File: config.mk
export PLATFORM = sky130hd
export DESIGN_NAME = swm_cell
export DESIGN_NICKNAME = d
export VERILOG_FILES = /design/src/rtl/sliding_window_median_unit_macros.svh /design/src/rtl/swm_pkg.sv /design/src/rtl/swm_cell.sv
export SDC_FILE = /design/constraint.sdc
export NUM_CORES = 1
export LEC_CHECK = 0
export BUFFER_PORTS_ARGS = -buffer_cell sky130_fd_sc_hd__buf_2
export CAP_MARGIN = 20
export CELL_PAD_IN_SITES_DETAIL_PLACEMENT = 0
export CELL_PAD_IN_SITES_GLOBAL_PLACEMENT = 1
export CORE_MARGIN = 5
export CORE_UTILIZATION = 30
export DETAILED_ROUTE_END_ITERATION = 10
export PLACE_DENSITY_LB_ADDON = 0.1
export SLEW_MARGIN = 20
export SYNTH_ARGS = -nofsm -noshare
export SYNTH_HDL_FRONTEND = slang
export SYNTH_SLANG_ARGS = --single-unit
File: constraint.sdc
create_clock -name clk -period 11.6 [get_ports clk]
set_clock_uncertainty 0.15 [all_clocks]
set_input_delay 0.58 -clock clk [delete_from_list [all_inputs] [get_ports clk]]
set_output_delay 0.58 -clock clk [all_outputs]
set_load 0.02 [all_outputs]
File: src/rtl/sliding_window_median_unit_macros.svh
// Assertion macros shared by the sliding window median RTL.
`ifndef SLIDING_WINDOW_MEDIAN_UNIT_MACROS_SVH
`define SLIDING_WINDOW_MEDIAN_UNIT_MACROS_SVH

// Same-cycle implication, sampled on clk, off while in reset.
`define SWM_ASSERT_IMPL(label, ante, cons) \
  label: assert property (@(posedge clk) disable iff (!rst_n) (ante) |-> (cons)) \
    else $error("swm assertion failed");

// Next-cycle implication, sampled on clk, off while in reset.
`define SWM_ASSERT_NEXT(label, ante, cons) \
  label: assert property (@(posedge clk) disable iff (!rst_n) (ante) |=> (cons)) \
    else $error("swm assertion failed");

`endif

File: src/rtl/swm_pkg.sv
// Package with sizes, types and constants of the sliding window median unit.
`timescale 1ns / 1ps
package swm_pkg;

  localparam int WINDOW_MAX  = 64;
  localparam int SAMPLE_BITS = 32;
  localparam int CFG_BITS    = 7;
  localparam int IDX_BITS    = (WINDOW_MAX > 1) ? $clog2(WINDOW_MAX) : 1;
  localparam int CNT_BITS    = $clog2(WINDOW_MAX + 1);

  typedef logic [SAMPLE_BITS-1:0] key_t;
  typedef logic [IDX_BITS-1:0]    age_t;
  typedef logic [CNT_BITS-1:0]    cnt_t;
  typedef logic [CFG_BITS-1:0]    cfg_t;

  // Flipping the sign bit makes unsigned compare follow signed order.
  localparam key_t SIGN_FLIP = {1'b1, {(SAMPLE_BITS-1){1'b0}}};

  // Link between neighboring cells.
  typedef struct packed {
    key_t key;
    age_t age;
    logic le;
  } cell_link_t;

  // Controls broadcast to every cell.
  typedef struct packed {
    logic upd;
    logic ev;
    key_t key_new;
    key_t key_old;
    age_t age_lim;
  } cell_ctl_t;

endpackage

File: src/rtl/swm_cell.sv
// One cell of the sorted window row: holds one key and its age.
`timescale 1ns / 1ps
module swm_cell import swm_pkg::*; (
  input  logic       clk,
  input  cell_ctl_t  ctl,
  input  logic       valid,
  input  logic       bvalid,
  input  logic       sel,
  input  cell_link_t from_hi,
  input  cell_link_t from_lo,
  output cell_link_t to_lo,
  output cell_link_t to_hi,
  output logic       match,
  output key_t       old_key,
  output key_t       mid_key
);

  key_t       key_r, key_nxt;
  age_t       age_r, age_nxt;
  logic       le;
  logic       below_old;
  cell_link_t b;

  always_comb begin
    le = (key_r <= ctl.key_new);
    // Equal keys sit oldest first, so the first equal entry is the evicted one.
    below_old = !ctl.ev || (key_r < ctl.key_old);
    to_lo = '{key: key_r, age: age_r, le: le};
    // Row with the evicted entry taken out.
    b.key = below_old ? key_r : from_hi.key;
    b.age = below_old ? age_r : from_hi.age;
    b.le  = bvalid && (below_old ? le : from_hi.le);
    to_hi = b;
  end

  always_comb begin
    if (b.le) begin
      key_nxt = b.key;
      age_nxt = age_t'(b.age + 1'b1);
    end else if (from_lo.le) begin
      key_nxt = ctl.key_new;
      age_nxt = '0;
    end else begin
      key_nxt = from_lo.key;
      age_nxt = age_t'(from_lo.age + 1'b1);
    end
  end

  always_comb begin
    match   = valid && (age_r == ctl.age_lim);
    old_key = match ? key_r : '0;
    mid_key = sel ? key_r : '0;
  end

  always_ff @(posedge clk) begin
    if (ctl.upd) begin
      key_r <= key_nxt;
      age_r <= age_nxt;
    end
  end

endmodule

==> flow_summary.toml, run 1 <==
[clocking]
clockBufferDepth = 2
clkSlewWorstSetupHoldPaths_ps = 60
numCtsBuffers = 5
cts-hold-fix-buffers = 0
cts-resized-gates = 0
post_cts_buffers = 0
clk-insertion-delay-late_ps = 290
cts_tree = "yes"
clock-sinks = 38
h-tree-depth = 2
root_buffer = "clkbuf_16"

[floorplan]
start_util_pct = 30.68
ioPinCount = 297
row_count = 46
fp.dieW_um = 137.5
core_area_sq_um = 15890
die_area_sq_um = 18890
die_y_um = 137.5

[grt]
grt_pass1_wl_um = 26300
overflow = 0
use_met3_pct = 4.931
grtUsageMet2_pct = 32.05
grt_use_met1_pct = 21.35
grt-busiest-layer = "met2"
grt_max_degree = 40
grt_pass1_vias = 5008
antenna_found_initial = 3
grt_usage_pct = 17.95

[sta]
hold_violations = 0
fmax_ghz = 0.2220
final.setup.tns_ps = 0
slew_viol_final = 0
period_minus_slack_ps = 4504
slew_headroom_pct = 34.51
finalSetupViolCount = 0
min_period_over_period_pct = 38.82
worst_slew_pin_slew_ps = 982.3
rsz0062_at_grt = "no"

[detailed_routing]
first_pass_iters = 4
drc = 0
routed_wl_um = 17660
vias = 4755
drtAntennaViolNets = 0
vias_per_cell = 4.685
wl_per_cell_um = 17.40
drt_iter0_drc = 114

[synth]
avgSynthCellArea_sq_um = 9.575
synth_edf_count = 38
synthMuxAreaShare_pct = 25.55
async_reset_ff_share_pct = 0
yosysSeqAreaShare_pct = 23.41
syn_nets = 728
ys.flop_type = "edfxtp_1"
ys_seq_elements = 38
yosys.area_share.simple_pct = 16.07
syn-cell-area_sq_um = 4873
synth-adder-area-share_pct = 16.69
synth_top_family_by_area = "multiplexers"
synth_compound_area_share_pct = 7.625
synth_xor_area_share_pct = 2.875
yosys_warnings = 0
synth_cells = 509
yosysUniqueCellTypes = 44

[flow_run]
maxCapViolCount = 0

[worst_setup_path]
worstPathArrival_ps = 3770
worstPathCellList = "ha_1, a21oi_1, o21ai_0, a221oi_1, o22ai_1, or3_1, o211ai_4, buf_4, inv_1, buf_2"
max_stage_delay_ps = 620
start_kind = "flop"
cp.required_ps = 10870
crit_slowest_cell = "or3_1"
path_class = "flop to output port"
endpoint_kind = "output port"
crit_path_max_fanout = 39

[status]
status = "finished clean"

[cells_and_area]
layout-drive-gt1-share_pct = 51.44
final_common_cell = "buf_2"
final_cell_mix = "buf_2 (296), mux2_2 (97), inv_1 (71)"
nets = 1015
syn2layout_area_growth_pct = 37.64

[placed_design]
routabilityCongestion = 0.8226
port_buffers = 296
place_hpwl_um = 14450

[worst_hold_path]
worstHoldPathType = "input port to flop"

[power]
ir_drop_uv = 47.70
p_per_area_nw_per_um2 = 101.4
p_leak_nw = 3.538
fin_total_pwr_mw = 0.6803
-- flip-flops by register name (all words and copies together) (netlist names) --
signal / flops
key_r: 32
age_r: 6
-- layout make-up --
| class | instances | area (sq um) |
|---|---|---|
| multi-input combinational | 381 | 3383 |
| clock inverter | 2 | 8.758 |
| tap | 216 | 270.3 |
| clock buffer | 6 | 128.9 |
| sequential | 38 | 1141 |
| antenna | 2 | 5.005 |
| timing repair buffer | 299 | 1504 |
| fill | 1688 | 9178 |
| inverter | 71 | 266.5 |
-- logic make-up after synthesis --
family                   count (synthesis)
multiplexers                           111
XOR/XNOR                                16
adder cells (fa/ha/maj)                 65
flip-flops                              38
AND/OR/NAND/NOR                        134
AO/OA/AOI/OAI                           55
buffers and inverters                   90
-- Yosys cell counts (all sizes together), types with 3 or more instances --
master	number	area [sq um]
and2	64	400.4
mux2	107	1205
nor2b	4	25.02
and4	3	26.28
nand4	10	62.56
nand2b	4	25.02
mux2i	4	40.04
nor3	5	30.03
xor2	10	87.58
nand3	13	65.06
nor2	7	26.28
a221oi	5	43.79
o21a	3	22.52
nand2	12	45.04
a21oi	18	93.84
ha	65	813.3
xnor2	6	52.55
nor4	5	31.28
o21ai	10	50.05
inv	71	266.5
a21o	9	67.56
buf	9	75.06
edfxtp	38	1141
clkbuf	10	37.54
-- layer usage --
layer / share of wire (%) / up-vias
met3: 8.0 / 19
li1: - / 2379
met2: 49 / 166
met4: 1.6 / 4
met5: 0.079 / -
met1: 41 / 2187
-- worst paths after layout --
check / cells past startpoint / slack (ps) / endpoint / start
min: 3 / 550 / key_r[22]$_DFFE_PP_ / from_lo[29]
min reg2reg: 2 / 700 / key_r[17]$_DFFE_PP_ / key_r[17]$_DFFE_PP_
max: 10 / 7100 / to_hi[0] / key_r[19]$_DFFE_PP_
max reg2reg: 12 / 7140 / age_r[2]$_DFFE_PP_ / key_r[29]$_DFFE_PP_
-- critical path, delay by kind of cell, from the launching register on --
| kind | cells | cell delay [ps] |
|---|---|---|
| AOI/OAI and AO/OA | 5 | 1260 |
| buffers and inverters | 3 | 760 |
| and+or+nand+nor | 1 | 620 |
| DFF | 1 | 470 |
| adders and majority gates | 1 | 340 |
-- metrics by stage --
stage / area [sq um] / worst slack (ps) / hold WS, ps / instances / utilization [%]
final: 6708 / 7096 / 547.3 / 1015 / 42.23
after global placement: 6556 / 7062 / 679.2 / 1005 / 41.27
after CTS: 6694 / 7000 / 538.9 / 1013 / 42.14
after global routing: 6705 / 6776 / 553.1 / 1014 / 42.21
after floorplan: 4873 / 7395 / 542.5 / 509 / -
after detailed placement: 6556 / 6913 / 695.3 / 1005 / 41.27
-- report_power, final --
group	total [mW]	internal, mW	switching, mW	leakage, nW
sequential	0.203	0.176	0.0272	0.374
combinational	0.341	0.152	0.189	3.10
clock	0.137	0.0787	0.0580	0.0683
(Power assumes the default switching activity.)
==> run 2: changes to the inputs <==
--- a/config.mk
+++ b/config.mk
@@ -10,7 +10,7 @@
 export CELL_PAD_IN_SITES_DETAIL_PLACEMENT = 0
 export CELL_PAD_IN_SITES_GLOBAL_PLACEMENT = 1
 export CORE_MARGIN = 5
-export CORE_UTILIZATION = 30
+export CORE_UTILIZATION = 28
 export DETAILED_ROUTE_END_ITERATION = 10
 export PLACE_DENSITY_LB_ADDON = 0.1
 export SLEW_MARGIN = 20
==> constraint.sdc (replaced) <==
create_clock -name clk -period 4.06 [get_ports clk]
set_clock_uncertainty 0.15 [all_clocks]
set_input_delay 0.203 -clock clk [delete_from_list [all_inputs] [get_ports clk]]
set_output_delay 0.203 -clock clk [all_outputs]
set_load 0.02 [all_outputs]
==> run 2 against run 1 <==
  * Non-clock buffer count grew 21
  * Critical path type is now flop to flop
  * Power rose to 2.9 times the previous value
  * First-iteration DRC count decreased by 9.6%
  * Die area is 6.6% higher
==> flow_summary.toml, run 2 (synthesized netlist as in run 1, its figures left out) <==
[placed_design]
dp.cells = 1033
place_hpwl_um = 14990
port_buffers = 296
routabilityCongestion = 0.8627

[detailed_routing]
drtAntennaViolNets = 0
drc = 0
vias_per_cell = 4.662
drt_iter0_drc = 103
vias = 4858
routed_wl_um = 18530
first_pass_iters = 4
wl_per_cell_um = 17.78

[grt]
antenna_found_initial = 5
overflow = 0
grt_pass1_wl_um = 27930
grt_usage_pct = 17.61
grt_pass1_vias = 5067
grt_max_degree = 39

[worst_setup_path]
worstPathArrival_ps = 3710
endpoint_kind = "flop"
cp.required_ps = 3950
start_kind = "flop"
path_class = "flop to flop"
crit_path_max_fanout = 6

[sta]
final.setup.tns_ps = 0
fmax_ghz = 0.2617
timing.hold.ws_ps = 176.3
min_period_over_period_pct = 94.11
slew_viol_final = 0
worst_slew_pin_slew_ps = 1025
finalSetupViolCount = 0
slew_headroom_pct = 31.65
hold_violations = 0
rsz0062_at_grt = "no"
period_minus_slack_ps = 3821

[power]
net-switching-power_mw = 0.8028
switching_share_pct = 40.39
power_frac_clock_pct = 19.6
pwr-share-seq_pct = 28.0
ir_drop_uv = 148.9
p_per_area_nw_per_um2 = 288.5
p_leak_nw = 3.637
cell_internal_pwr_mw = 1.185
p_comb_share_pct = 52.5

[floorplan]
fp.dieW_um = 141.9
core_area_sq_um = 17180
ioPinCount = 297
start_util_pct = 28.37
row_count = 48
die_area_sq_um = 20140
die_y_um = 141.9

[cells_and_area]
largest_register_ffs = 32
layout-drive-gt1-share_pct = 53.43
final_cell_mix = "buf_2 (296), mux2_2 (97), inv_1 (71)"
multi_input_area_sq_um = 3407
reg.largest.list = "key_r x32, age_r x6"
regMostFlops = "key_r"
nets = 1036
layoutNonFillerInstCount = 1042
regArea_sq_um = 1141
nFillCells = 1874
final_common_cell = "buf_2"
syn2layout_area_growth_pct = 41.36

[clocking]
clock-sinks = 38
numCtsBuffers = 5
clkSlewWorstSetupHoldPaths_ps = 60
h-tree-depth = 2
cts_tree = "yes"
clockBufferDepth = 2
root_buffer = "clkbuf_16"
clk-insertion-delay-late_ps = 290

[flow_run]
maxCapViolCount = 0

[status]
status = "finished clean"

[worst_hold_path]
worstHoldPathType = "input port to flop"
==> run 2: cell types whose count changed in the layout (fill, tap and decap cells not counted), moves of 2 or more <==
cell	delta
nor4_2	+2
a221oi_1	-2
buf_4	+21
a221oi_2	+2
==> run 2: metal layers <==
layer	global-route usage [%]	wire (um)	vias up
met5	0	50	-
met2	31.18	8991	179
met3	3.763	1283	26
li1	-	-	2418
met1	21.90	7894	2229
met4	4.192	311	6
==> run 2: power groups by stage <==
stage               clock network, mW  registers, mW  logic, mW
detailed placement                  0          0.566       1.04
CTS                             0.408          0.558       1.05
global placement                    0          0.562       1.04
floorplan                           0          0.616      0.602
finish                          0.389          0.556       1.04
global route                    0.417          0.565       1.15
==> run 2: area by class of cell <==
class,instances,share of cell area (%)
clock inverters,1,0.05449
well taps,225,4.086
flip-flops and latches,38,16.56
multi-input cells,381,49.46
clock buffers,5,1.816
diodes,1,0.03632
repair buffers,320,24.12
inverters,71,3.869
==> run 2: worst max-delay path, cell delays in order (launching register included) <==
cell,delay [ps]
edfxtp_1,470
ha_1,350
and3_1,160
nand3_1,130
or3_1,430
a21oi_2,230
or3_4,180
mux2_2,340
ha_2,210
nor2b_1,130
o32ai_1,90
or3b_2,450
mux2_2,260
==> run 2: timing repair <==
action	4_1_cts	5_1_grt
gates cloned	0	0
buffers inserted	0	2
hold endpoints to repair	0	0
pin swaps	0	2
endpoints found under the setup margin	1	1
gates resized for setup	1	5
hold buffers	0	0
==> run 2: final timing paths <==
check                           start             endpoint  slack (ps)  cells past startpoint
setup / recovery  key_r[29]$_DFFE_PP_   age_r[2]$_DFFE_PP_         240                     12
hold / removal            from_lo[28]  key_r[21]$_DFFE_PP_         180                      3
setup reg to reg  key_r[29]$_DFFE_PP_   age_r[2]$_DFFE_PP_         240                     12
hold reg to reg    key_r[5]$_DFFE_PP_   key_r[5]$_DFFE_PP_         680                      2
==> run 2: stage by stage <==
stage                     power, mW  utilization (%)  setup slack (ps)  area (sq um)
after CTS                     2.018            39.89             85.99          6852
after detailed placement      1.611            39.10             6.477          6716
after global placement        1.602            39.10             80.19          6716
final                         1.988            40.11             239.0          6889
after floorplan               1.218                -             19.50          4892
after global routing          2.132            40.11             50.10          6889
==> run 3: changes to the inputs <==
--- a/config.mk
+++ b/config.mk
@@ -10,7 +10,7 @@
 export CELL_PAD_IN_SITES_DETAIL_PLACEMENT = 0
 export CELL_PAD_IN_SITES_GLOBAL_PLACEMENT = 1
 export CORE_MARGIN = 5
-export CORE_UTILIZATION = 28
+export CORE_UTILIZATION = 30
 export DETAILED_ROUTE_END_ITERATION = 10
 export PLACE_DENSITY_LB_ADDON = 0.1
 export SLEW_MARGIN = 20
==> constraint.sdc (replaced) <==
create_clock -name clk -period 3.62 [get_ports clk]
set_clock_uncertainty 0.15 [all_clocks]
set_input_delay 0.181 -clock clk [delete_from_list [all_inputs] [get_ports clk]]
set_output_delay 0.181 -clock clk [all_outputs]
set_load 0.02 [all_outputs]
==> run 3 against run 2 <==
  * The run now ends with negative setup slack left
  * Setup slack got worse by 240 ps
  * Non-clock buffer count increased by 24
  * Critical endpoint unchanged
  * Sequential power increased by 8.3%
  * Largest cell class unchanged
==> flow_summary.toml, run 3 (synthesized netlist as in run 1, its figures left out) <==
[status]
status = "finished, violations left"
violations = "negative setup slack"

[worst_setup_path]
path_class = "flop to flop"
crit_path_max_fanout = 3
critPathBufInv = 0
crit_slowest_cell = "edfxtp_1"
endpoint_kind = "flop"
critPathTopFamily = "simple AND/OR/NAND/NOR gates"
worstPathArrival_ps = 3500
worstPathCellList = "ha_1, nand4_1, nor3_1, a311oi_2, a21oi_2, or3_4, mux2_4, ha_4, nor2b_1, o32ai_1, or3b_4, mux2_2"
start_kind = "flop"
max_stage_delay_ps = 400
cp.required_ps = 3500

[detailed_routing]
drc = 0
vias_per_cell = 4.672
drtAntennaViolNets = 0
vias = 4943
wl_per_cell_um = 17.06
drt_iter0_drc = 103
first_pass_iters = 4
routed_wl_um = 18050

[cells_and_area]
multi_input_area_sq_um = 3490
antennaDiodeCount = 0
utilization_pct = 45.15
final_cell_mix = "buf_2 (296), mux2_2 (95), inv_1 (71)"
reg.largest.list = "key_r x32, age_r x6"
regMostFlops = "key_r"
layout-drive-gt1-share_pct = 55.23
nets = 1060
nFillCells = 1650
layoutNonFillerInstCount = 1058
largest_register_ffs = 32
final_common_cell = "buf_2"
regArea_sq_um = 1141
syn2layout_area_growth_pct = 47.16

[floorplan]
core_area_sq_um = 15890
row_count = 46
die_area_sq_um = 18890
ioPinCount = 297
die_y_um = 137.5
start_util_pct = 30.68
fp.dieW_um = 137.5

[worst_hold_path]
worstHoldPathType = "input port to flop"

[clocking]
numCtsBuffers = 5
clockBufferDepth = 2
clock-sinks = 38
clk-insertion-delay-late_ps = 280
root_buffer = "clkbuf_16"
h-tree-depth = 2
clkSlewWorstSetupHoldPaths_ps = 60
cts_tree = "yes"

[sta]
period_minus_slack_ps = 3620
layout_setup_ws_ps = -0.4707
worst_slew_pin_slew_ps = 1015
min_period_over_period_pct = 100.0
slew_viol_final = 0
fmax_ghz = 0.2762
final.setup.tns_ps = -0.4707
finalSetupViolCount = 1
slew_headroom_pct = 32.32
rsz0062_at_grt = "yes"
hold_violations = 0

[grt]
grt_pass1_wl_um = 26790
grt_max_degree = 39
grt_pass1_vias = 5177
grt_usage_pct = 18.11
overflow = 0
antenna_found_initial = 2

[power]
p_per_area_nw_per_um2 = 320.8
ir_drop_uv = 177.2
p_leak_nw = 3.785
fin_total_pwr_mw = 2.301

[placed_design]
place_hpwl_um = 14830
routabilityCongestion = 0.8011
dp_slack_ps = -153.6
dp.cells = 1048
port_buffers = 296

[flow_run]
maxCapViolCount = 0
[run 3: repair_timing]
action | in CTS | in global routing
resized for setup | 8 | 4
setup buffers | 1 | 1
hold buffers | 0 | 0
cloned | 0 | 0
pin swaps | 8 | 7
setup endpoints to repair | 30 | 43
[run 3: layout make-up]
class | count | share of cell area [%]
timing repair buffer | 344 | 26.03
clock buffer | 6 | 1.797
inverter | 71 | 3.716
tap | 216 | 3.768
sequential | 38 | 15.91
clock inverter | 2 | 0.1221
multi-input combinational | 381 | 48.66
[run 3: report_power, final]
part	leakage, nW	total, mW	switching [mW]	internal, mW
combinational	3.34	1.27	0.688	0.582
clock	0.0683	0.428	0.176	0.252
sequential	0.374	0.602	0.0405	0.561
total	3.78	2.30	0.905	1.40
[run 3: worst paths after layout]
check,startpoint,endpoint,slack (ps),cells past startpoint
max,key_r[10]$_DFFE_PP_,age_r[2]$_DFFE_PP_,-0.5,12
min,from_lo[12],key_r[5]$_DFFE_PP_,180,3
max reg2reg,key_r[10]$_DFFE_PP_,age_r[2]$_DFFE_PP_,-0.5,12
min reg2reg,key_r[8]$_DFFE_PP_,key_r[8]$_DFFE_PP_,710,3
[run 3: routing by layer]
metal,vias to the layer above,track usage [%],wire (um)
li1,2463,-,-
met1,2281,22.22,7688
met2,180,33.13,8962
met3,15,3.579,1249
met4,4,2.882,129
met5,-,0,14
[run 3: worst min-delay path: stages]
cell and delay [ps]:
buf_2 70, mux2_2 120, mux2_2 130
[run 3: metrics by stage]
step / cell area, sq um / hold WS [ps]
after floorplan: 4921 / 143.5
after global placement: 6939 / 461.5
after detailed placement: 6939 / 463.7
after CTS: 7139 / 169.9
after global routing: 7172 / 191.1
final: 7172 / 177.8
